`config.mk`:
```
export PLATFORM = sky130hd
export DESIGN_NAME = mbe_cell
export DESIGN_NICKNAME = d
export VERILOG_FILES = /design/src/hw/rtl/mandelbrot_escape_time_macros.svh /design/src/hw/rtl/mbe_pkg.sv /design/src/hw/rtl/mbe_cell.sv
export SDC_FILE = /design/constraint.sdc
export NUM_CORES = 2
export LEC_CHECK = 0
export BUFFER_PORTS_ARGS = -buffer_cell sky130_fd_sc_hd__buf_4
export CAP_MARGIN = 20
export CELL_PAD_IN_SITES_DETAIL_PLACEMENT = 0
export CELL_PAD_IN_SITES_GLOBAL_PLACEMENT = 2
export CORE_MARGIN = 3
export CORE_UTILIZATION = 40
export CTS_BUF_LIST = sky130_fd_sc_hd__clkbuf_8
export DETAILED_ROUTE_END_ITERATION = 16
export PLACE_DENSITY_LB_ADDON = 0.1
export REMOVE_ABC_BUFFERS = 1
export SYNTH_ARGS = -nofsm -noshare
export SYNTH_HDL_FRONTEND = slang
export SYNTH_SLANG_ARGS = --single-unit
```
`constraint.sdc`:
```
create_clock -name aclk -period 10.4 [get_ports aclk]
set_clock_uncertainty 0.2 [all_clocks]
set_input_delay 1.56 -clock aclk [delete_from_list [all_inputs] [get_ports aclk]]
set_output_delay 1.56 -clock aclk [all_outputs]
set_load 0.005 [all_outputs]
```
`src/hw/rtl/mandelbrot_escape_time_macros.svh`:
```
// ----------------------------------------------------------------------------
// Mandelbrot escape-time assertion macros
// Shared property shorthands for the escape-time block.
// ----------------------------------------------------------------------------
`ifndef MANDELBROT_ESCAPE_TIME_MACROS_SVH
`define MANDELBROT_ESCAPE_TIME_MACROS_SVH

// Check cons in the same cycle as ante, outside reset.
`define MBE_ASSERT_SAME(lbl, clk, rstn, ante, cons, msg) \
    lbl: assert property (@(posedge clk) disable iff (!(rstn)) (ante) |-> (cons)) \
        else $error(msg);

// Check cons in the cycle after ante, outside reset.
`define MBE_ASSERT_NEXT(lbl, clk, rstn, ante, cons, msg) \
    lbl: assert property (@(posedge clk) disable iff (!(rstn)) (ante) |=> (cons)) \
        else $error(msg);

`endif

```
`src/hw/rtl/mbe_pkg.sv`:
```
// ----------------------------------------------------------------------------
// Mandelbrot escape-time package
// Fixed widths and constants shared by the escape-time modules.
// ----------------------------------------------------------------------------
`default_nettype none

package mbe_pkg;

    // Input point format: signed Q4.28 per component
    localparam int IN_W     = 32;
    localparam int IN_FRAC  = 28;
    // Internal values carry six integer bits (sign included)
    localparam int INT_BITS = 6;

    // Multiplier digit handled by one cell of the chain
    localparam int DIGIT_W  = 16;

    // Budget register and result count
    localparam int CFG_W    = 16;
    localparam int REM_W    = 16;
    localparam logic [CFG_W-1:0] MAX_ITER_RESET = 16'd30;

    // Escape when |z|^2 exceeds this (integer units)
    localparam int ESC_BOUND_SQ = 4;

endpackage

`default_nettype wire

```
`src/hw/rtl/mbe_cell.sv`:
```
// ----------------------------------------------------------------------------
// Escape-time multiplier cell
// One digit slice of the squaring chain: adds the partial products of one
// multiplier digit to the running re*re, im*im and re*im sums.
// ----------------------------------------------------------------------------
`default_nettype none

module mbe_cell #(
    parameter  int MAG_W = 34,
    parameter  int IDX   = 0,
    localparam int ACC_W = 2 * MAG_W
) (
    input  wire logic             aclk,
    input  wire logic             aresetn,
    input  wire logic             v_in,
    input  wire logic [MAG_W-1:0] ax,
    input  wire logic [MAG_W-1:0] ay,
    input  wire logic [ACC_W-1:0] p_in,
    input  wire logic [ACC_W-1:0] q_in,
    input  wire logic [ACC_W-1:0] r_in,
    output logic                  v_out,
    output logic      [ACC_W-1:0] p_out,
    output logic      [ACC_W-1:0] q_out,
    output logic      [ACC_W-1:0] r_out
);
    import mbe_pkg::*;

    localparam int SH    = IDX * DIGIT_W;
    localparam int PAD_W = (SH + DIGIT_W > MAG_W) ? SH + DIGIT_W : MAG_W;
    localparam int PP_W  = MAG_W + DIGIT_W;

    logic [PAD_W-1:0]   ax_pad, ay_pad;
    logic [DIGIT_W-1:0] ax_dig, ay_dig;
    logic [PP_W-1:0]    pp_p, pp_q, pp_r;
    logic               v_reg;
    logic [ACC_W-1:0]   p_reg, q_reg, r_reg;
    logic [ACC_W-1:0]   p_next, q_next, r_next;

    assign ax_pad = PAD_W'(ax);
    assign ay_pad = PAD_W'(ay);
    assign ax_dig = ax_pad[SH +: DIGIT_W];
    assign ay_dig = ay_pad[SH +: DIGIT_W];

    assign pp_p = PP_W'(ax) * PP_W'(ax_dig);
    assign pp_q = PP_W'(ay) * PP_W'(ay_dig);
    assign pp_r = PP_W'(ax) * PP_W'(ay_dig);

    // Align this digit's partial products and fold them into the sums
    assign p_next = p_in + (ACC_W'(pp_p) << SH);
    assign q_next = q_in + (ACC_W'(pp_q) << SH);
    assign r_next = r_in + (ACC_W'(pp_r) << SH);

    always_ff @(posedge aclk) begin
        if (!aresetn) begin
            v_reg <= 1'b0;
        end else begin
            v_reg <= v_in;
        end
        p_reg <= p_next;
        q_reg <= q_next;
        r_reg <= r_next;
    end

    assign v_out = v_reg;
    assign p_out = p_reg;
    assign q_out = q_reg;
    assign r_out = r_reg;

endmodule

`default_nettype wire

```
# Yosys cells after proc, flatten, opt, wreduce, memory -nomap -nowiden
# Cells that the tools add are included.
# W data, S select, Z words.
# totals
output_inout_bits	205
regBits	205
wordCells	10
input_bits	275
# classes
n_mul	3
add_sub_neg	3
# ops
cell	count
$add A68 B50 Y68	3
$mul A34 B16 Y50	3

# Depth between registers and ports, before layout
# depth
ltp_word	2
mapped_depth	27
ltp_nobuf	25

# Worst setup path after synthesis
# Ideal clock, no wire load.
# synth_path
path_type	input to register
startpoint	in ax[7]
endpoint	reg r_reg[52] (netlist: r_out[52])
n_path_buf	3
setup_ps	128
t_required_ps	10072
arrival_time_ps	7583
stages	26
path_slack_ps	2489
path_cell_list	clkbuf_1 clkbuf_1 nand2_1 fa_1 inv_1 fa_1 inv_1 fa_1 inv_1 fa_1 fa_1 inv_1 fa_1 inv_1 ha_1 clkbuf_2 nand3_1 nor4_1 nand3_1 a21oi_1 a211oi_1 o41a_1 o41ai_2 a21o_1 a21oi_1 xnor2_1
# synth_between
elab_chain_cells	2
# synth_rtl
element	line	source
from (decl)	mbe_cell.sv:16	input wire logic [MAG_W-1:0] ax,
$mul A34 B16 Y50	mbe_cell.sv:46	assign pp_r = PP_W'(ax) * PP_W'(ay_dig);
$add A68 B50 Y68	mbe_cell.sv:51	assign r_next = r_in + (ACC_W'(pp_r) << SH);
via r_next[52]	mbe_cell.sv:37	logic [ACC_W-1:0] p_next, q_next, r_next;
to (signal assigned)	mbe_cell.sv:61	r_reg <= r_next;
to (decl)	mbe_cell.sv:36	logic [ACC_W-1:0] p_reg, q_reg, r_reg;
# The timed path passes the listed nets, and every way through them passes these cells.
# A chain may end at the register's enable or synchronous reset.

# Worst setup path in the final report
# layout_path
startpoint	in ay[10]
endpoint	reg q_reg[49] (netlist: q_out[49])
# layout_between
elab_chain_cells	2
# layout_rtl
element	line	source
from (decl)	mbe_cell.sv:17	input wire logic [MAG_W-1:0] ay,
$mul A34 B16 Y50	mbe_cell.sv:45	assign pp_q = PP_W'(ay) * PP_W'(ay_dig);
$add A68 B50 Y68	mbe_cell.sv:50	assign q_next = q_in + (ACC_W'(pp_q) << SH);
via q_next[49]	mbe_cell.sv:37	
to (signal assigned)	mbe_cell.sv:60	q_reg <= q_next;
to (decl)	mbe_cell.sv:36	
# The timed path passes the listed nets, and every way through them passes these cells.

==> reports/summary.md <==
After Yosys synthesis, full adders, half adders and majority gates account for 55.97% of the synthesized area. In the routed layout, each cell is associated on average with a via count of 4.857. The H-tree generated during clock tree synthesis spans 2 levels. The die is 393.5 um tall. After clock tree synthesis, the clock-pin slew on the worst setup and hold paths is 60 ps. Ranked by instance count, the synthesized netlist is headed by sky130_fd_sc_hd__inv_1, sky130_fd_sc_hd__fa_1, sky130_fd_sc_hd__nand2_1, sky130_fd_sc_hd__and2_1, sky130_fd_sc_hd__ha_1. 480 I/O pins were placed. By area, the combinational part of the netlist is dominated by adder cells. The logs give 0 for the number of violations of the max-capacitance limit and 0.1179 GHz for the fmax. The worst setup path is captured at a flop. The minimum clock period is 8479 ps, and the count of antenna-violating nets left after detailed routing is 0. After detailed routing, the average wire length per cell comes to 19.80 um.

Setup violations remaining at the end of the flow were counted as 0. Once the clock tree was built, the resizer swapped 0 gates to a different size. In this run the cell area of the synthesized design comes to 60,060 sq um.

The critical path is of the in -> reg type. Routability-driven placement finished with a final weighted congestion of 0.8676. The run gives 9,173 as the final net count.

Yosys attributes the largest share of cell area to sky130_fd_sc_hd__fa_1, sky130_fd_sc_hd__inv_1, sky130_fd_sc_hd__ha_1. The region available for standard cell placement spans 148,400 sq um. The largest net degree at the start of global routing is 59, and the sequential element share of the synthesized area is 6.833%. The count of placed standard cells including taps is 9,021. In the synthesized netlist, the number of instances is 6,828. Number of antenna violations at the first check in global routing: 15.

The flow ran to the end, and the final reports show no timing, DRC or antenna violations. The initial cell density of the core was 40.48%; the floorplan die width was 393.5 um. The tools report the via count of the first global-routing pass as 49,400. The count of cell types in the netlist came out at 80. The cell family contributing the most delay on the critical path is adder cells. TritonCTS built the clock tree. The buffer and inverter count on the worst path is 7. The total number of clock tree sinks was 205; the number of design rule violations left after detail routing was 0. The tools report the summed negative setup slack over all endpoints as 0 ps.

For this block, the initial DRC count from the detailed router was 1,989. The instance area after placement was 65,130 sq um. The biggest area contributor in the post-synthesis netlist is sky130_fd_sc_hd__fa_1.

The clock passes through at most 3 buffers. The area fraction in compound gates after synthesis came out at 6.081%. Cell at the slowest stage of the critical path: sky130_fd_sc_hd__buf_4. On the final layout, the worst hold slack is 860.2 ps. The non-filler instance count after layout was 9,095. The part of the cycle the worst path needs is 81.53%. On the worst path, the slowest cell contributes a delay of 590 ps.

The proportion of layout cells with a drive suffix above 1 is 8.690%. The mux cell area share after synthesis came out at 0.03333%. Setup repair after global routing left no endpoint under its margin. The floorplan step defined a die boundary enclosing 154,800 sq um. The share of synthesized registers carrying an async set or reset is 0%. The number of setup buffers added after CTS is 0.

After routing the design area is 66,000 sq um. Port buffering added 479 buffers. Compared with the post-synthesis result, the final layout area differs by 9.890%. STA puts the critical path data required time at 10,770 ps.

In the synthesized netlist the dominant register cell turns out to be sky130_fd_sc_hd__dfxtp_1. The aggregate global-route resource usage was 24.01%; the fraction of post-synthesis cell area in the top cell type by area was 47.30%. The run gives 142.6 mm as the half-perimeter wire length of the detailed placement result. The class of the tightest hold or removal check is in -> reg. The tools report the count of warnings emitted by yosys as 0.

The element type at the critical path start is an input port. The count of final max-slew check failures was 0. Summing over every cut layer, the via total after detailed routing is 44,180.

The cell chosen for the clock root was sky130_fd_sc_hd__clkbuf_8. The tools report the number of hold violations in the final report as 0. The routed design has 180.1 mm of wire.

The logs give 0 for the total of hold buffers inserted after clock tree synthesis and 5 for the number of search-and-repair iterations in the first detailed-routing pass. The post-synthesis simple-gate area fraction is 13.89%. Counting the buffers created by CTS gives 42. The overall overflow remaining after global route is 0, and the number of synthesized flops with an enable pin is 0.

Synthesis inferred 205 register bits. After Yosys synthesis, XOR and XNOR cells account for 3.048% of the synthesized area. Row count: 141.

The slew at the pin closest to its max-slew limit was 931.6 ps; the wire length of the first global-routing pass was 288.1 mm. By instance count, the leading cell after synthesis is sky130_fd_sc_hd__inv_1. The mean post-synth cell area is 8.796 sq um. The worst max-slew margin expressed relative to the limit is 37.89%. Along the worst path, the maximum fanout reaches 51. Data arrival time of the critical path: 8850 ps.
## per-stage QoR
step / setup slack [ps] / utilization, %
floorplan: 2947 / -
global placement: 1341 / 43.90
detailed placement: 1266 / 43.90
CTS: 2008 / 44.48
global route: 1650 / 44.48
finish: 1921 / 44.48
## cells in the final DEF, fill, tap and decap left out, types with 7 or more instances in the layout
| cell | synthesis | routed |
|---|---|---|
| sky130_fd_sc_hd__a221oi_1 | 7 | 7 |
| sky130_fd_sc_hd__ha_1 | 416 | 416 |
| sky130_fd_sc_hd__nand3_1 | 46 | 46 |
| sky130_fd_sc_hd__clkbuf_8 | 4 | 56 |
| sky130_fd_sc_hd__nand2_1 | 982 | 982 |
| sky130_fd_sc_hd__inv_1 | 1924 | 1929 |
| sky130_fd_sc_hd__xor2_1 | 70 | 70 |
| sky130_fd_sc_hd__fa_1 | 1419 | 1419 |
| sky130_fd_sc_hd__and2_1 | 478 | 478 |
| sky130_fd_sc_hd__nor3_1 | 19 | 19 |
| sky130_fd_sc_hd__o21ai_1 | 9 | 9 |
| sky130_fd_sc_hd__a211oi_1 | 9 | 9 |
| sky130_fd_sc_hd__a21boi_0 | 9 | 9 |
| sky130_fd_sc_hd__o21ai_0 | 88 | 88 |
| sky130_fd_sc_hd__o21bai_1 | 35 | 35 |
| sky130_fd_sc_hd__a21oi_1 | 168 | 168 |
| sky130_fd_sc_hd__dfxtp_1 | 205 | 205 |
| sky130_fd_sc_hd__nor2b_1 | 18 | 18 |
| sky130_fd_sc_hd__xnor2_1 | 139 | 139 |
| sky130_fd_sc_hd__nor2_1 | 126 | 126 |
| sky130_fd_sc_hd__nand4_1 | 49 | 49 |
| sky130_fd_sc_hd__buf_4 | 2 | 509 |
| sky130_fd_sc_hd__a31o_2 | 7 | 7 |
| sky130_fd_sc_hd__a31oi_1 | 28 | 28 |
| sky130_fd_sc_hd__and3_1 | 31 | 31 |
| sky130_fd_sc_hd__o31ai_1 | 7 | 7 |
| sky130_fd_sc_hd__o21a_1 | 17 | 17 |
| sky130_fd_sc_hd__nand2b_1 | 12 | 12 |
| sky130_fd_sc_hd__a21o_1 | 96 | 96 |
## worst paths after layout
path | start | endpoint | slack [ps] | cells after the start
hold / removal | q_in[67] | q_out[67] | 860 | 2
setup / recovery | ay[10] | q_out[49] | 1920 | 25
## flip-flops by register name, summed over array words and instances, names as in the netlist
register  cells
p_out        68
q_out        68
r_out        68
v_out         1
## routing by layer
layer,vias to the layer above,track usage [%],share of wire [%]
li1,20160,-,-
met1,22920,32.19,43
met2,918,41.62,50
met3,172,3.321,5.3
met4,6,4.622,2.0
met5,-,0,0.026
## logic make-up after synthesis
| group | after synthesis |
|---|---|
| AND/OR/NAND/NOR | 1785 |
| XOR/XNOR | 209 |
| adder cells (fa/ha/maj) | 1835 |
| buffers and inverters | 2244 |
| multiplexers | 2 |
| AO/OA/AOI/OAI | 548 |
| flip-flops | 205 |
## final cells by class
class                           instances  area (sq um)
Multi-Input combinational cell       4379         47450
Fill cell                           15150         82370
Clock inverter                         14         86.33
Timing Repair Buffer                  510          3841
Sequential cell                       205          4104
Inverter                             1925          7226
Antenna cell                            4         10.01
Clock buffer                           56         770.7
Tap cell                             2002          2505
Power is left out: the tool's default activity adds up to more than one toggle a clock period on the data nets, which glitch-free logic cannot reach.
