===== src/hw/rtl/mandelbrot_escape_time_macros.svh =====
// ----------------------------------------------------------------------------
// Mandelbrot escape-time assertion macros
// Shared property shorthands for the escape-time block.
// ----------------------------------------------------------------------------
`ifndef MANDELBROT_ESCAPE_TIME_MACROS_SVH
`define MANDELBROT_ESCAPE_TIME_MACROS_SVH

// Check cons in the same cycle as ante, outside reset.
`define MBE_ASSERT_SAME(lbl, clk, rstn, ante, cons, msg) \
    lbl: assert property (@(posedge clk) disable iff (!(rstn)) (ante) |-> (cons)) \
        else $error(msg);

// Check cons in the cycle after ante, outside reset.
`define MBE_ASSERT_NEXT(lbl, clk, rstn, ante, cons, msg) \
    lbl: assert property (@(posedge clk) disable iff (!(rstn)) (ante) |=> (cons)) \
        else $error(msg);

`endif


===== src/hw/rtl/mbe_pkg.sv =====
// ----------------------------------------------------------------------------
// Mandelbrot escape-time package
// Fixed widths and constants shared by the escape-time modules.
// ----------------------------------------------------------------------------
`default_nettype none

package mbe_pkg;

    // Input point format: signed Q4.28 per component
    localparam int IN_W     = 32;
    localparam int IN_FRAC  = 28;
    // Internal values carry six integer bits (sign included)
    localparam int INT_BITS = 6;

    // Multiplier digit handled by one cell of the chain
    localparam int DIGIT_W  = 16;

    // Budget register and result count
    localparam int CFG_W    = 16;
    localparam int REM_W    = 16;
    localparam logic [CFG_W-1:0] MAX_ITER_RESET = 16'd30;

    // Escape when |z|^2 exceeds this (integer units)
    localparam int ESC_BOUND_SQ = 4;

endpackage

`default_nettype wire


===== src/hw/rtl/mbe_step.sv =====
// ----------------------------------------------------------------------------
// Escape-time step update
// Rounds and saturates the chain's exact products, forms the next z and
// tests the exact squared magnitude against the escape radius.
// ----------------------------------------------------------------------------
`default_nettype none

module mbe_step #(
    parameter  int FRAC_BITS = 28,
    localparam int MAG_W     = FRAC_BITS + mbe_pkg::INT_BITS,
    localparam int ACC_W     = 2 * MAG_W
) (
    input  wire logic                    [ACC_W-1:0] p,
    input  wire logic                    [ACC_W-1:0] q,
    input  wire logic                    [ACC_W-1:0] r,
    input  wire logic                                r_neg,
    input  wire logic signed             [MAG_W-1:0] c_re,
    input  wire logic signed             [MAG_W-1:0] c_im,
    output logic signed                  [MAG_W-1:0] re_new,
    output logic signed                  [MAG_W-1:0] im_new,
    output logic                                     beyond
);
    import mbe_pkg::*;

    localparam int SHW = ACC_W - FRAC_BITS;       // width of p >> FRAC_BITS
    localparam int RSW = ACC_W - FRAC_BITS + 1;   // width of r >> (FRAC_BITS-1)
    localparam logic signed [MAG_W-1:0] FIX_MAX = {1'b0, {(MAG_W-1){1'b1}}};
    localparam logic signed [MAG_W-1:0] FIX_MIN = {1'b1, {(MAG_W-1){1'b0}}};
    localparam logic [ACC_W:0] ESC_LIMIT =
        (ACC_W+1)'(ESC_BOUND_SQ) << (2 * FRAC_BITS);

    logic [SHW-1:0]            p_sh, q_sh;
    logic                      p_ovf, q_ovf;
    logic signed [MAG_W-1:0]   p_sat, q_sat;
    logic [RSW-1:0]            r_sh;
    logic                      r_frac_nz;
    logic [RSW:0]              r_mag;
    logic [MAG_W-1:0]          r_low;
    logic                      r_pos_ovf, r_neg_ovf;
    logic signed [MAG_W-1:0]   r_sat;
    logic signed [MAG_W+1:0]   sum_re;
    logic signed [MAG_W:0]     sum_im;
    logic [2:0]                re_top;
    logic [1:0]                im_top;
    logic [ACC_W:0]            mag_sq;

    // Squares are non-negative: floor is a plain shift, then clip at the top
    assign p_sh  = p[ACC_W-1:FRAC_BITS];
    assign q_sh  = q[ACC_W-1:FRAC_BITS];
    assign p_ovf = |p_sh[SHW-1:MAG_W-1];
    assign q_ovf = |q_sh[SHW-1:MAG_W-1];
    assign p_sat = p_ovf ? FIX_MAX : $signed(p_sh[MAG_W-1:0]);
    assign q_sat = q_ovf ? FIX_MAX : $signed(q_sh[MAG_W-1:0]);

    // 2*re*im from a magnitude product: a negative result rounds its magnitude up
    assign r_sh      = r[ACC_W-1:FRAC_BITS-1];
    assign r_frac_nz = |r[FRAC_BITS-2:0];
    assign r_mag     = {1'b0, r_sh} + (RSW+1)'(r_neg && r_frac_nz);
    assign r_low     = r_mag[MAG_W-1:0];
    assign r_pos_ovf = |r_mag[RSW:MAG_W-1];
    assign r_neg_ovf = (|r_mag[RSW:MAG_W]) || (r_mag[MAG_W-1] && (|r_mag[MAG_W-2:0]));

    always_comb begin
        if (r_neg) begin
            r_sat = r_neg_ovf ? FIX_MIN : $signed(-r_low);
        end else begin
            r_sat = r_pos_ovf ? FIX_MAX : $signed(r_low);
        end
    end

    assign sum_re = (MAG_W+2)'(p_sat) - (MAG_W+2)'(q_sat) + (MAG_W+2)'(c_re);
    assign sum_im = (MAG_W+1)'(r_sat) + (MAG_W+1)'(c_im);

    // Saturate: the sum fits when every bit above the result's sign agrees
    assign re_top = sum_re[MAG_W+1:MAG_W-1];
    assign im_top = sum_im[MAG_W:MAG_W-1];

    always_comb begin
        if ((&re_top) || !(|re_top)) begin
            re_new = sum_re[MAG_W-1:0];
        end else begin
            re_new = sum_re[MAG_W+1] ? FIX_MIN : FIX_MAX;
        end
        if ((&im_top) || !(|im_top)) begin
            im_new = sum_im[MAG_W-1:0];
        end else begin
            im_new = sum_im[MAG_W] ? FIX_MIN : FIX_MAX;
        end
    end

    // Exact |z|^2 of the values that were squared
    assign mag_sq = {1'b0, p} + {1'b0, q};
    assign beyond = mag_sq > ESC_LIMIT;

endmodule

`default_nettype wire


===== config.mk =====
export PLATFORM = sky130hd
export DESIGN_NAME = mbe_step
export DESIGN_NICKNAME = d
export VERILOG_FILES = /design/src/hw/rtl/mandelbrot_escape_time_macros.svh /design/src/hw/rtl/mbe_pkg.sv /design/src/hw/rtl/mbe_step.sv
export SDC_FILE = /design/constraint.sdc
export NUM_CORES = 1
export LEC_CHECK = 0
export BUFFER_PORTS_ARGS = -buffer_cell sky130_fd_sc_hd__buf_2
export CAP_MARGIN = 20
export CORE_MARGIN = 5
export CORE_UTILIZATION = 56
export DETAILED_ROUTE_END_ITERATION = 10
export PLACE_DENSITY = 0.85
export RECOVER_POWER = 100
export SYNTH_ARGS = -nofsm -noshare
export SYNTH_HDL_FRONTEND = slang
export SYNTH_SLANG_ARGS = --single-unit

===== constraint.sdc =====
create_clock -name vclk -period 14.7
set_clock_uncertainty 0.1 [all_clocks]
set_input_delay 0.735 -clock vclk [all_inputs]
set_output_delay 0.735 -clock vclk [all_outputs]
set_load 0.1 [all_outputs]

=== After elaboration in Yosys (flattened, before gate mapping) ===
Index checks and enable logic that the tools add are counted.

* Bits in registers: 0
* Bits of input ports: 273

* Add/sub/neg operators: 6
* Order comparisons: 1
* Muxes and demuxes: 9
* Reduce and logical (&&, ||, !) cells: 17

{| class="wikitable"
|+ Operator list
! operator !! count
|-
| 2-to-1 mux 34 bit || 9
|-
| adder 68 x 68 -> 69 bit || 1
|-
| greater-than comparator 69 x 59 -> 1 bit, second input constant || 1
|-
| adder 41 x 1 -> 42 bit || 1
|-
| adder 35 x 34 -> 36 bit || 1
|-
| adder 34 x 34 -> 35 bit || 1
|-
| subtractor 34 x 34 -> 35 bit || 1
|-
| negation 34 bit || 1
|-
| OR reduction 33 bit || 1
|-
| OR reduction 27 bit || 1
|-
| OR reduction 7 bit || 2
|-
| OR reduction 9 bit || 1
|-
| OR reduction 8 bit || 1
|-
| logical OR 1 bit || 3
|-
| AND reduction 3 bit || 1
|-
| OR reduction 3 bit || 1
|-
| logical AND 1 bit || 2
|-
| zero test 1 bit || 2
|-
| AND reduction 2 bit || 1
|-
| OR reduction 2 bit || 1
|}

=== Logic depth before layout (Yosys ltp) ===
Gate-level depths: netlist of the first run.

* Depth in word-level cells: 13
* Mapped depth: 37

=== Worst setup path after synthesis of the first run ===
Ideal clock, no wire load.

* Path kind: input to output
* Start point: input r[4]
* End point: output im_new[22]
* Arrival: 9603 ps
* Data required time: 13865 ps
* Slack: 4262 ps
* Stages: 35
* Buffers on the path: 2
* Cell sequence: nor4_1 and4_1 a41oi_1 ha_1 ha_1 nand3_2 nand2b_1 a211oi_2 o2111ai_1 a2111oi_4 and4_1 and3_2 and4_4 nor3b_2 and3_1 and3_1 ha_1 o21a_1 clkbuf_1 o21ai_0 a22oi_1 ha_1 a21o_1 a21o_1 a221o_1 a22o_1 a41oi_2 o21ai_2 a31oi_2 o21ai_1 a21oi_1 xnor2_1 nor2_1 buf_2 o21ai_0

* Cells in the longest elaborated chain, start to end: 13
* Elaborated cells between the ends (all ways): 19
* Classes of those cells: 3 x add/sub; 5 x mux; 11 x reduce/logical

{| class="wikitable"
|+ RTL lines
! what !! line !! text
|-
| start, declared || mbe_step.sv:15 || <nowiki>input wire logic [ACC_W-1:0] r,</nowiki>
|-
| OR reduction 27 bit * || mbe_step.sv:57 || <nowiki>assign r_frac_nz = |r[FRAC_BITS-2:0];</nowiki>
|-
| logical AND 1 bit * || mbe_step.sv:58 || <nowiki>assign r_mag = {1'b0, r_sh} + (RSW+1)'(r_neg && r_frac_nz);</nowiki>
|-
| adder 41 x 1 -> 42 bit * || mbe_step.sv:58 ||
|-
| branches (longest 4 deep; another with negation 34 bit) || -- ||
|-
| 2-to-1 mux 34 bit * || mbe_step.sv:64 || <nowiki>if (r_neg) begin</nowiki>
|-
| adder 34 x 34 -> 35 bit * || mbe_step.sv:72 || <nowiki>assign sum_im = (MAG_W+1)'(r_sat) + (MAG_W+1)'(c_im);</nowiki>
|-
| OR reduction 2 bit || mbe_step.sv:84 || <nowiki>if ((&im_top) || !(|im_top)) begin</nowiki>
|-
| zero test 1 bit || mbe_step.sv:84 ||
|-
| logical OR 1 bit || mbe_step.sv:84 ||
|-
| 2-to-1 mux 34 bit * || mbe_step.sv:84 ||
|-
| end, declared || mbe_step.sv:20 || <nowiki>output logic signed [MAG_W-1:0] im_new,</nowiki>
|}

Every way passes the cells marked *.

=== Worst setup path in the final report of the first run ===
* Start point: input r_neg
* End point: output im_new[17]

* Cells in the longest elaborated chain, start to end: 12
* Elaborated cells between the ends (all ways): 18
* Classes of those cells: 3 x add/sub; 5 x mux; 10 x reduce/logical

{| class="wikitable"
|+ RTL lines
! what !! line !! text
|-
| start, declared || mbe_step.sv:16 || <nowiki>input wire logic r_neg,</nowiki>
|-
| branches (longest 6 deep; another with adder 41 x 1 -> 42 bit) || -- ||
|-
| 2-to-1 mux 34 bit * || mbe_step.sv:64 ||
|-
| adder 34 x 34 -> 35 bit * || mbe_step.sv:72 ||
|-
| OR reduction 2 bit || mbe_step.sv:84 ||
|-
| zero test 1 bit || mbe_step.sv:84 ||
|-
| logical OR 1 bit || mbe_step.sv:84 ||
|-
| 2-to-1 mux 34 bit * || mbe_step.sv:84 ||
|}

Marked as above.

==> flow_metrics.py, run 1 <==
metrics = {
    "worst_hold_path": {
        "min_from": "c_re[0]",
        "holdCritPathClass": "in2out",
        "holdPathStages": 5,
        "hold_end": "re_new[0]",
    },
    "pwr": {
        "power_w": 0.001154,
        "p_leak_nw": 6.001,
        "peakVddDrop_mv": 0.1092,
        "power_density_mw_per_mm2": 85.99,
    },
    "cells_and_area": {
        "flops_and_latches": 0,
        "stdcell_count": 2303,
        "seqCellArea_um2": 0,
        "layout-drive-gt1-share": 0.1810,
        "nets": 2481,
        "antenna_cells_inserted": 0,
        "synthToLayoutAreaGrowth_pct": 14.09,
        "final_cell_mix": "276 x buf_2, 180 x nand2_1, 179 x a21oi_1",
        "nClkBuffers": 0,
        "n_fill_cell": 1943,
        "final_common_cell": "buf_2",
        "multi_input_area_mm2": 0.01117,
        "final_area_mm2": 0.01342,
    },
    "synthesis": {
        "yosys.area.top_type_share": 0.1510,
        "ys_seq_area_frac": 0,
        "syn_area_per_cell_um2": 6.661,
        "synth_nets": 2217,
        "yosys_warnings": 0,
        "syn_area_mm2": 0.01176,
        "yosys.area.top_type": "ha_1",
        "synthSimpleGateAreaFrac": 0.2833,
        "synthXorXnorAreaFrac": 0.1041,
        "yosysUniqueCellTypes": 93,
        "syn_inst": 1766,
        "synth.area.top_cells": "ha_1 15%, a21oi_1 7.6%, o21ai_0 6.4%, xnor2_1 6.2%, fa_1 6.1%",
        "synth_adder_area_share": 0.2203,
        "synth_top_family_by_area": "compound AO/OA/AOI/OAI gates",
        "synth_compound_area_frac": 0.3300,
        "synth_mux_area_frac": 0.01223,
    },
    "floorplan": {
        "core_area_mm2": 0.02082,
        "fp.dieW_um": 154.9,
        "die_area_mm2": 0.02400,
        "pin_count": 342,
        "die_h_um": 154.9,
        "start_util": 0.5650,
        "num_rows": 53,
    },
    "detailed_routing": {
        "ant_nets": 0,
        "avgViaCountPerCell": 6.375,
        "route.detailed.drc": 0,
        "drt-total-wl_um": 42080,
        "drt_iter0_drc": 1207,
        "drt_pass1_iterations": 6,
        "via_count": 14680,
        "wl_per_cell_um": 18.27,
    },
    "clock_network": {
        "ctsResizeCount": 0,
        "cts_setup_buffers": 0,
        "cts_hold_buf": 0,
    },
    "place": {
        "gp_congestion": 1.031,
        "placedCellCount": 2299,
        "hpwlAfterDp_um": 36070,
        "postPlaceCellArea_mm2": 0.01348,
        "port_buffers": 342,
    },
    "status": {
        "status": "finished, violations left",
        "failed_checks": "max-capacitance violations, max-slew violations",
    },
    "worst_setup_path": {
        "cp-start-kind": "primary input",
        "critPathMostFrequentCell": "ha_1",
        "required_ps": 13860,
        "cpPeakStageDelay_ps": 990,
        "path_max_fanout": 61,
        "crit_type": "in2out",
        "cp.arrival_ps": 11560,
        "slowest_stage": "nor3_1",
        "setup.worst_path.end_class": "output port",
    },
    "sta": {
        "rsz0062_at_grt": "no",
        "worst_pin_slew_ps": 2560,
        "tns_ps": 0,
        "fin_crit_ps": 12390,
        "fin_crit_sh": 0.8429,
        "fin_hold_ws_ps": 2268,
        "slew_headroom": -0.7244,
        "finalHoldViolCount": 0,
        "setup_violations": 0,
        "slew_violations": 33,
        "max_clock_freq_mhz": 80.70,
    },
    "grt": {
        "grt_first_pass_wirelength_um": 67050,
        "grt_pass1_vias": 13560,
        "grt-ovfl-total": 0,
        "antenna_found_initial": 3,
        "grt_usage": 0.3257,
        "grt_max_degree": 62,
    },
    "job": {
        "cap_violations": 1,
    },
}
==> worst max path at each step <==
stage / startpoint / to / slack [ps] / cells past startpoint
4_1_cts: r_neg / im_new[17] / 2750 / 35
3_5_place_dp: r_neg / im_new[17] / 2810 / 35
6_report: r_neg / im_new[17] / 2310 / 35
5_1_grt: r_neg / im_new[17] / 1710 / 36
2_1_floorplan: r[4] / im_new[22] / 4260 / 35
3_3_place_gp: r_neg / im_new[17] / 3270 / 35
==> per-stage QoR <==
stage,setup WS [ps],utilization
after floorplan,4262,-
after global placement,3275,0.6472
after detailed placement,2811,0.6472
after CTS,2751,0.6472
after global routing,1705,0.6446
final,2309,0.6446
==> synth_stat cells (4+ instances only) <==
cell	instances
nor3_1	42
o211ai_1	18
buf_4	4
o21a_1	17
o31ai_1	7
nand3_1	56
maj3_1	6
o21bai_1	15
a311oi_1	5
buf_2	20
o2111ai_1	8
nand2_1	180
inv_1	55
and4_1	8
nor4_1	22
nor3b_1	4
xnor2_1	83
nor2b_1	18
and2_1	11
or3_1	8
a211oi_1	16
mux2i_1	11
nor2_1	165
xor2_1	55
a2111oi_0	5
clkbuf_1	62
a21o_1	78
a31o_2	6
or2_2	42
o21ai_1	9
a31oi_1	13
a21oi_1	179
o22ai_1	6
a22oi_1	22
fa_1	36
o21ai_0	150
and3_1	23
nand2b_1	12
ha_1	142
a221oi_1	6
or4_1	6
nand4_1	47
a21boi_0	5
==> logic make-up after synthesis <==
family,after synthesis
AOI/OAI and AO/OA,611
xor gates and xnor gates,139
adders and majority gates,187
buffers and inverters,143
muxes,14
other,2
and+or+nand+nor,670
==> routing by layer <==
metal / share of wire / track usage / up-vias
met2: 0.47 / 0.5523 / 670
met1: 0.42 / 0.4396 / 6840
li1: - / - / 7053
met4: 0.035 / 0.09714 / 6
met3: 0.075 / 0.02976 / 113
met5: 0.00093 / 0 / -
==> critical path: cells and delay by family <==
kind / cells / cell delay (ps)
fa+ha+maj: 3 / 790
xor+xnor: 1 / 150
compound gates: 15 / 3930
buf+inv: 5 / 2460
simple gates: 11 / 3460
==> power breakdown <==
group / switching (W) / internal (W)
combinational: 0.000903 / 0.000251
sequential: 0 / 0
clock: 0 / 0
==> layout make-up <==
cell class | instances | share of cell area
multi-input cells | 1623 | 0.8326
repair buffers | 350 | 0.1264
well taps | 275 | 0.02564
inverters | 55 | 0.01538
Power figures use the tool's default switching activity.
==> run 2: changes to the inputs <==
CORE_UTILIZATION = 50   (was 56)
PLACE_DENSITY = 0.81   (was 0.85)
clock period = 10.2 ns   (was 14.7 ns; I/O delays follow)
==> run 2 against run 1 <==
Largest power group unchanged. Hold slack got worse by 750 ps. Largest cell class unchanged. The flow still finishes with violations (max-capacitance violations, max-slew violations). First-iteration DRC count up 19%. Combinational power grew 53%. Final cell count up 2.1%.
==> flow_metrics.py, run 2 (same netlist as run 1, synthesis figures left out) <==
metrics = {
    "status": {
        "status": "finished, violations left",
        "failed_checks": "max-capacitance violations, max-slew violations",
    },
    "sta": {
        "fin_ws_ps": 705.4,
        "tns_ps": 0,
        "rsz0062_at_grt": "no",
        "setup_violations": 0,
        "finalHoldViolCount": 0,
        "max_clock_freq_mhz": 105.3,
        "slew_violations": 33,
        "worst_pin_slew_ps": 2814,
        "fin_crit_ps": 9495,
        "fin_crit_sh": 0.9308,
        "slew_headroom": -0.8959,
    },
    "pwr": {
        "swShare": 0.7482,
        "pwr-share-comb": 1.000,
        "peakVddDrop_mv": 0.2209,
        "p_leak_nw": 6.221,
        "clkPwrFrac": 0,
        "p_seq_frac": 0,
        "power.internal_w": 0.0004440,
        "p_switching_w": 0.001319,
        "power_density_mw_per_mm2": 127.3,
    },
    "grt": {
        "antenna_found_initial": 4,
        "busiest_layer": "met2",
        "met1_usage": 0.3972,
        "grtUsageMet3": 0.02978,
        "grt-ovfl-total": 0,
        "grt_first_pass_wirelength_um": 66700,
        "grt_max_degree": 61,
        "grt_usage": 0.2950,
        "grt_pass1_vias": 13640,
        "use_met2": 0.5079,
    },
    "floorplan": {
        "die_h_um": 163.4,
        "num_rows": 56,
        "die_area_mm2": 0.02669,
        "fp.dieW_um": 163.4,
        "pin_count": 342,
        "core_area_mm2": 0.02333,
        "start_util": 0.5042,
    },
    "worst_setup_path": {
        "setup.worst_path.end_class": "output port",
        "cpPeakStageDelay_ps": 490,
        "critPathMostFrequentCell": "ha_1",
        "cp-start-kind": "primary input",
        "cp_num_buf_inv": 4,
        "crit_type": "in2out",
        "path_delay_family": "compound AO/OA/AOI/OAI gates",
        "required_ps": 9590,
        "path_max_fanout": 21,
        "slowest_stage": "o31ai_1",
        "cp.arrival_ps": 8880,
    },
    "cells_and_area": {
        "flops_and_latches": 0,
        "nets": 2484,
        "final_common_cell": "buf_2",
        "nClkBuffers": 0,
        "layout-drive-gt1-share": 0.1989,
        "final_cell_mix": "275 x buf_2, 179 x nand2_1, 179 x a21oi_1",
        "seqCellArea_um2": 0,
        "synthToLayoutAreaGrowth_pct": 17.70,
    },
    "job": {
        "cap_violations": 1,
    },
    "detailed_routing": {
        "ant_nets": 0,
        "via_count": 14610,
        "drt-total-wl_um": 42130,
        "avgViaCountPerCell": 6.215,
        "wl_per_cell_um": 17.92,
        "drt_iter0_drc": 1441,
        "route.detailed.drc": 0,
        "drt_pass1_iterations": 8,
    },
    "place": {
        "hpwlAfterDp_um": 35980,
        "port_buffers": 342,
        "gp_congestion": 1.014,
        "dp_slack_ps": 389.1,
    },
    "worst_hold_path": {
        "holdCritPathClass": "in2out",
    },
}
==> run 2: layer usage <==
metal,routed length [um],vias to the layer above,part of all wire
li1,-,7055,-
met1,17840,6725,0.42
met2,19710,720,0.47
met3,3342,103,0.079
met4,1183,8,0.028
met5,52,-,0.0012
==> run 2: worst paths after layout <==
check             startpoint          to  slack, ps  cells after the start
setup / recovery        r[0]  im_new[13]        710                     37
hold / removal       c_im[0]   im_new[0]       1520                      5
==> run 2: through the flow <==
stage	util	hold slack [ps]	instance area (um2)	std cells	total power, W
6_report	0.5934	1515	13850	2351	0.001763
5_1_grt	0.5933	1560	13840	2350	0.001851
4_1_cts	0.6027	1518	14060	2348	0.001819
3_5_place_dp	0.6027	1517	14060	2348	0.001814
3_3_place_gp	0.6027	1522	14060	2348	0.001800
2_1_floorplan	-	1689	11760	1766	0.001342
==> run 2: power by group through the flow <==
| stage | clock network (W) | logic [W] | registers [W] |
|---|---|---|---|
| finish | 0.0000000000131 | 0.00176 | 0 |
| global route | 0 | 0.00185 | 0 |
| CTS | 0 | 0.00182 | 0 |
| detailed placement | 0 | 0.00181 | 0 |
| global placement | 0 | 0.00180 | 0 |
| floorplan | 0 | 0.00134 | 0 |
==> run 2: cell type report <==
cell class | count | area (um2)
inverters | 55 | 206.4
diodes | 1 | 2.502
fillers | 2298 | 9487
well taps | 319 | 399.1
repair buffers | 353 | 2054
multi-input cells | 1623 | 11180
==> run 2: repair_timing <==
item,in CTS,in global routing
setup endpoints to repair,0,24
setup buffers,0,0
hold buffers,0,0
gates resized for setup,0,2
==> run 3: changes to the inputs <==
CORE_UTILIZATION = 56   (was 50)
PLACE_DENSITY = 0.85   (was 0.81)
clock period = 12.3 ns   (was 10.2 ns; I/O delays follow)
==> run 3 against run 2 <==
The flow still finishes with violations (max-capacitance violations, max-slew violations). Setup slack improved by 350 ps. Count of clock-buffer cells in the layout unchanged. Core utilization up 5.2 points. Critical endpoint is now im_new[4]. Highest routed layer unchanged.
==> flow_metrics.py, run 3 (same netlist as run 1, synthesis figures left out) <==
metrics = {
    "worst_hold_path": {
        "holdCritPathClass": "in2out",
    },
    "floorplan": {
        "start_util": 0.5650,
        "num_rows": 53,
        "pin_count": 342,
        "die_h_um": 154.9,
        "fp.dieW_um": 154.9,
        "die_area_mm2": 0.02400,
        "core_area_mm2": 0.02082,
    },
    "grt": {
        "grt_pass1_vias": 13400,
        "grt_first_pass_wirelength_um": 65690,
        "grt_usage": 0.3191,
        "antenna_found_initial": 1,
        "grt-ovfl-total": 0,
        "grt_max_degree": 62,
    },
    "clock_network": {
        "ctsResizeCount": 0,
        "cts_hold_buf": 0,
        "cts_setup_buffers": 0,
    },
    "cells_and_area": {
        "nClkBuffers": 0,
        "final_common_cell": "buf_2",
        "final_cell_mix": "288 x buf_2, 180 x nand2_1, 179 x a21oi_1",
        "seqCellArea_um2": 0,
        "synthToLayoutAreaGrowth_pct": 14.31,
        "stdcell_count": 2303,
        "flops_and_latches": 0,
        "antenna_cells_inserted": 0,
        "nets": 2481,
        "layout-drive-gt1-share": 0.1879,
        "n_fill_cell": 1944,
    },
    "detailed_routing": {
        "route.detailed.drc": 0,
        "wl_per_cell_um": 18.05,
        "avgViaCountPerCell": 6.369,
        "ant_nets": 0,
        "via_count": 14670,
        "drt-total-wl_um": 41560,
        "drt_pass1_iterations": 6,
        "drt_iter0_drc": 1229,
    },
    "sta": {
        "finalHoldViolCount": 0,
        "fin_crit_ps": 11240,
        "slew_headroom": -0.7504,
        "fin_crit_sh": 0.9139,
        "slew_violations": 33,
        "rsz0062_at_grt": "no",
        "max_clock_freq_mhz": 88.96,
        "tns_ps": 0,
        "setup_violations": 0,
        "worst_pin_slew_ps": 2598,
    },
    "pwr": {
        "power.internal_w": 0.0003043,
        "peakVddDrop_mv": 0.1367,
        "pwr-share-comb": 1.000,
        "clkPwrFrac": 0,
        "power_density_mw_per_mm2": 102.9,
        "p_switching_w": 0.001079,
        "p_seq_frac": 0,
        "swShare": 0.7800,
        "p_leak_nw": 6.035,
    },
    "worst_setup_path": {
        "required_ps": 11590,
        "path_max_fanout": 61,
        "cpPeakStageDelay_ps": 890,
        "cp-start-kind": "primary input",
        "slowest_stage": "clkbuf_1",
        "crit_type": "in2out",
        "setup.worst_path.end_class": "output port",
        "cp.arrival_ps": 10530,
    },
    "place": {
        "gp_congestion": 1.049,
        "port_buffers": 342,
        "placedCellCount": 2301,
        "hpwlAfterDp_um": 35760,
    },
    "job": {
        "cap_violations": 1,
    },
    "status": {
        "failed_checks": "max-capacitance violations, max-slew violations",
        "status": "finished, violations left",
    },
}
[run 3: layer usage]
metal | global-route usage | wire length, um | vias up
met5 | 0 | 13 | -
met2 | 0.5382 | 19230 | 719
met1 | 0.4228 | 17520 | 6776
li1 | - | - | 7048
met3 | 0.03922 | 3194 | 122
met4 | 0.1056 | 1604 | 2
[run 3: worst max-delay path: cells and delay by family]
| family | cells | cell delay (ps) |
|---|---|---|
| simple gates | 10 | 2580 |
| xor+xnor | 1 | 150 |
| compound gates | 16 | 4080 |
| fa+ha+maj | 3 | 740 |
| buf+inv | 5 | 2330 |
[run 3: stage by stage]
step           hold slack (ps)  total power (W)  area (um2)    util  setup WS [ps]
3_5_place_dp              1811         0.001380       13490  0.6479           1203
3_3_place_gp              1816         0.001370       13490  0.6479           1527
6_report                  1808         0.001383       13450  0.6458           1059
5_1_grt                   1864         0.001458       13450  0.6458          330.7
4_1_cts                   1812         0.001384       13490  0.6479           1150
2_1_floorplan             1899         0.001113       11760       -           2102
[run 3: power by group through the flow]
| stage | combinational, W | sequential, W | clock [W] |
|---|---|---|---|
| final | 0.00138 | 0 | 0 |
| after global placement | 0.00137 | 0 | 0 |
| after detailed placement | 0.00138 | 0 | 0 |
| after floorplan | 0.00111 | 0 | 0 |
| after CTS | 0.00138 | 0 | 0 |
| after global routing | 0.00146 | 0 | 0 |
[run 3: final timing paths]
check	startpoint	to	slack, ps	cells after the start
max	r_neg	im_new[4]	1060	35
min	c_re[0]	re_new[0]	1810	5
[run 3: final cells by class]
type	instances	area, um2	share of cell area
Multi-Input combinational cell	1623	11180	0.8314
Timing Repair Buffer	350	1717	0.1277
Tap cell	275	344.1	0.02559
Inverter	55	206.4	0.01535
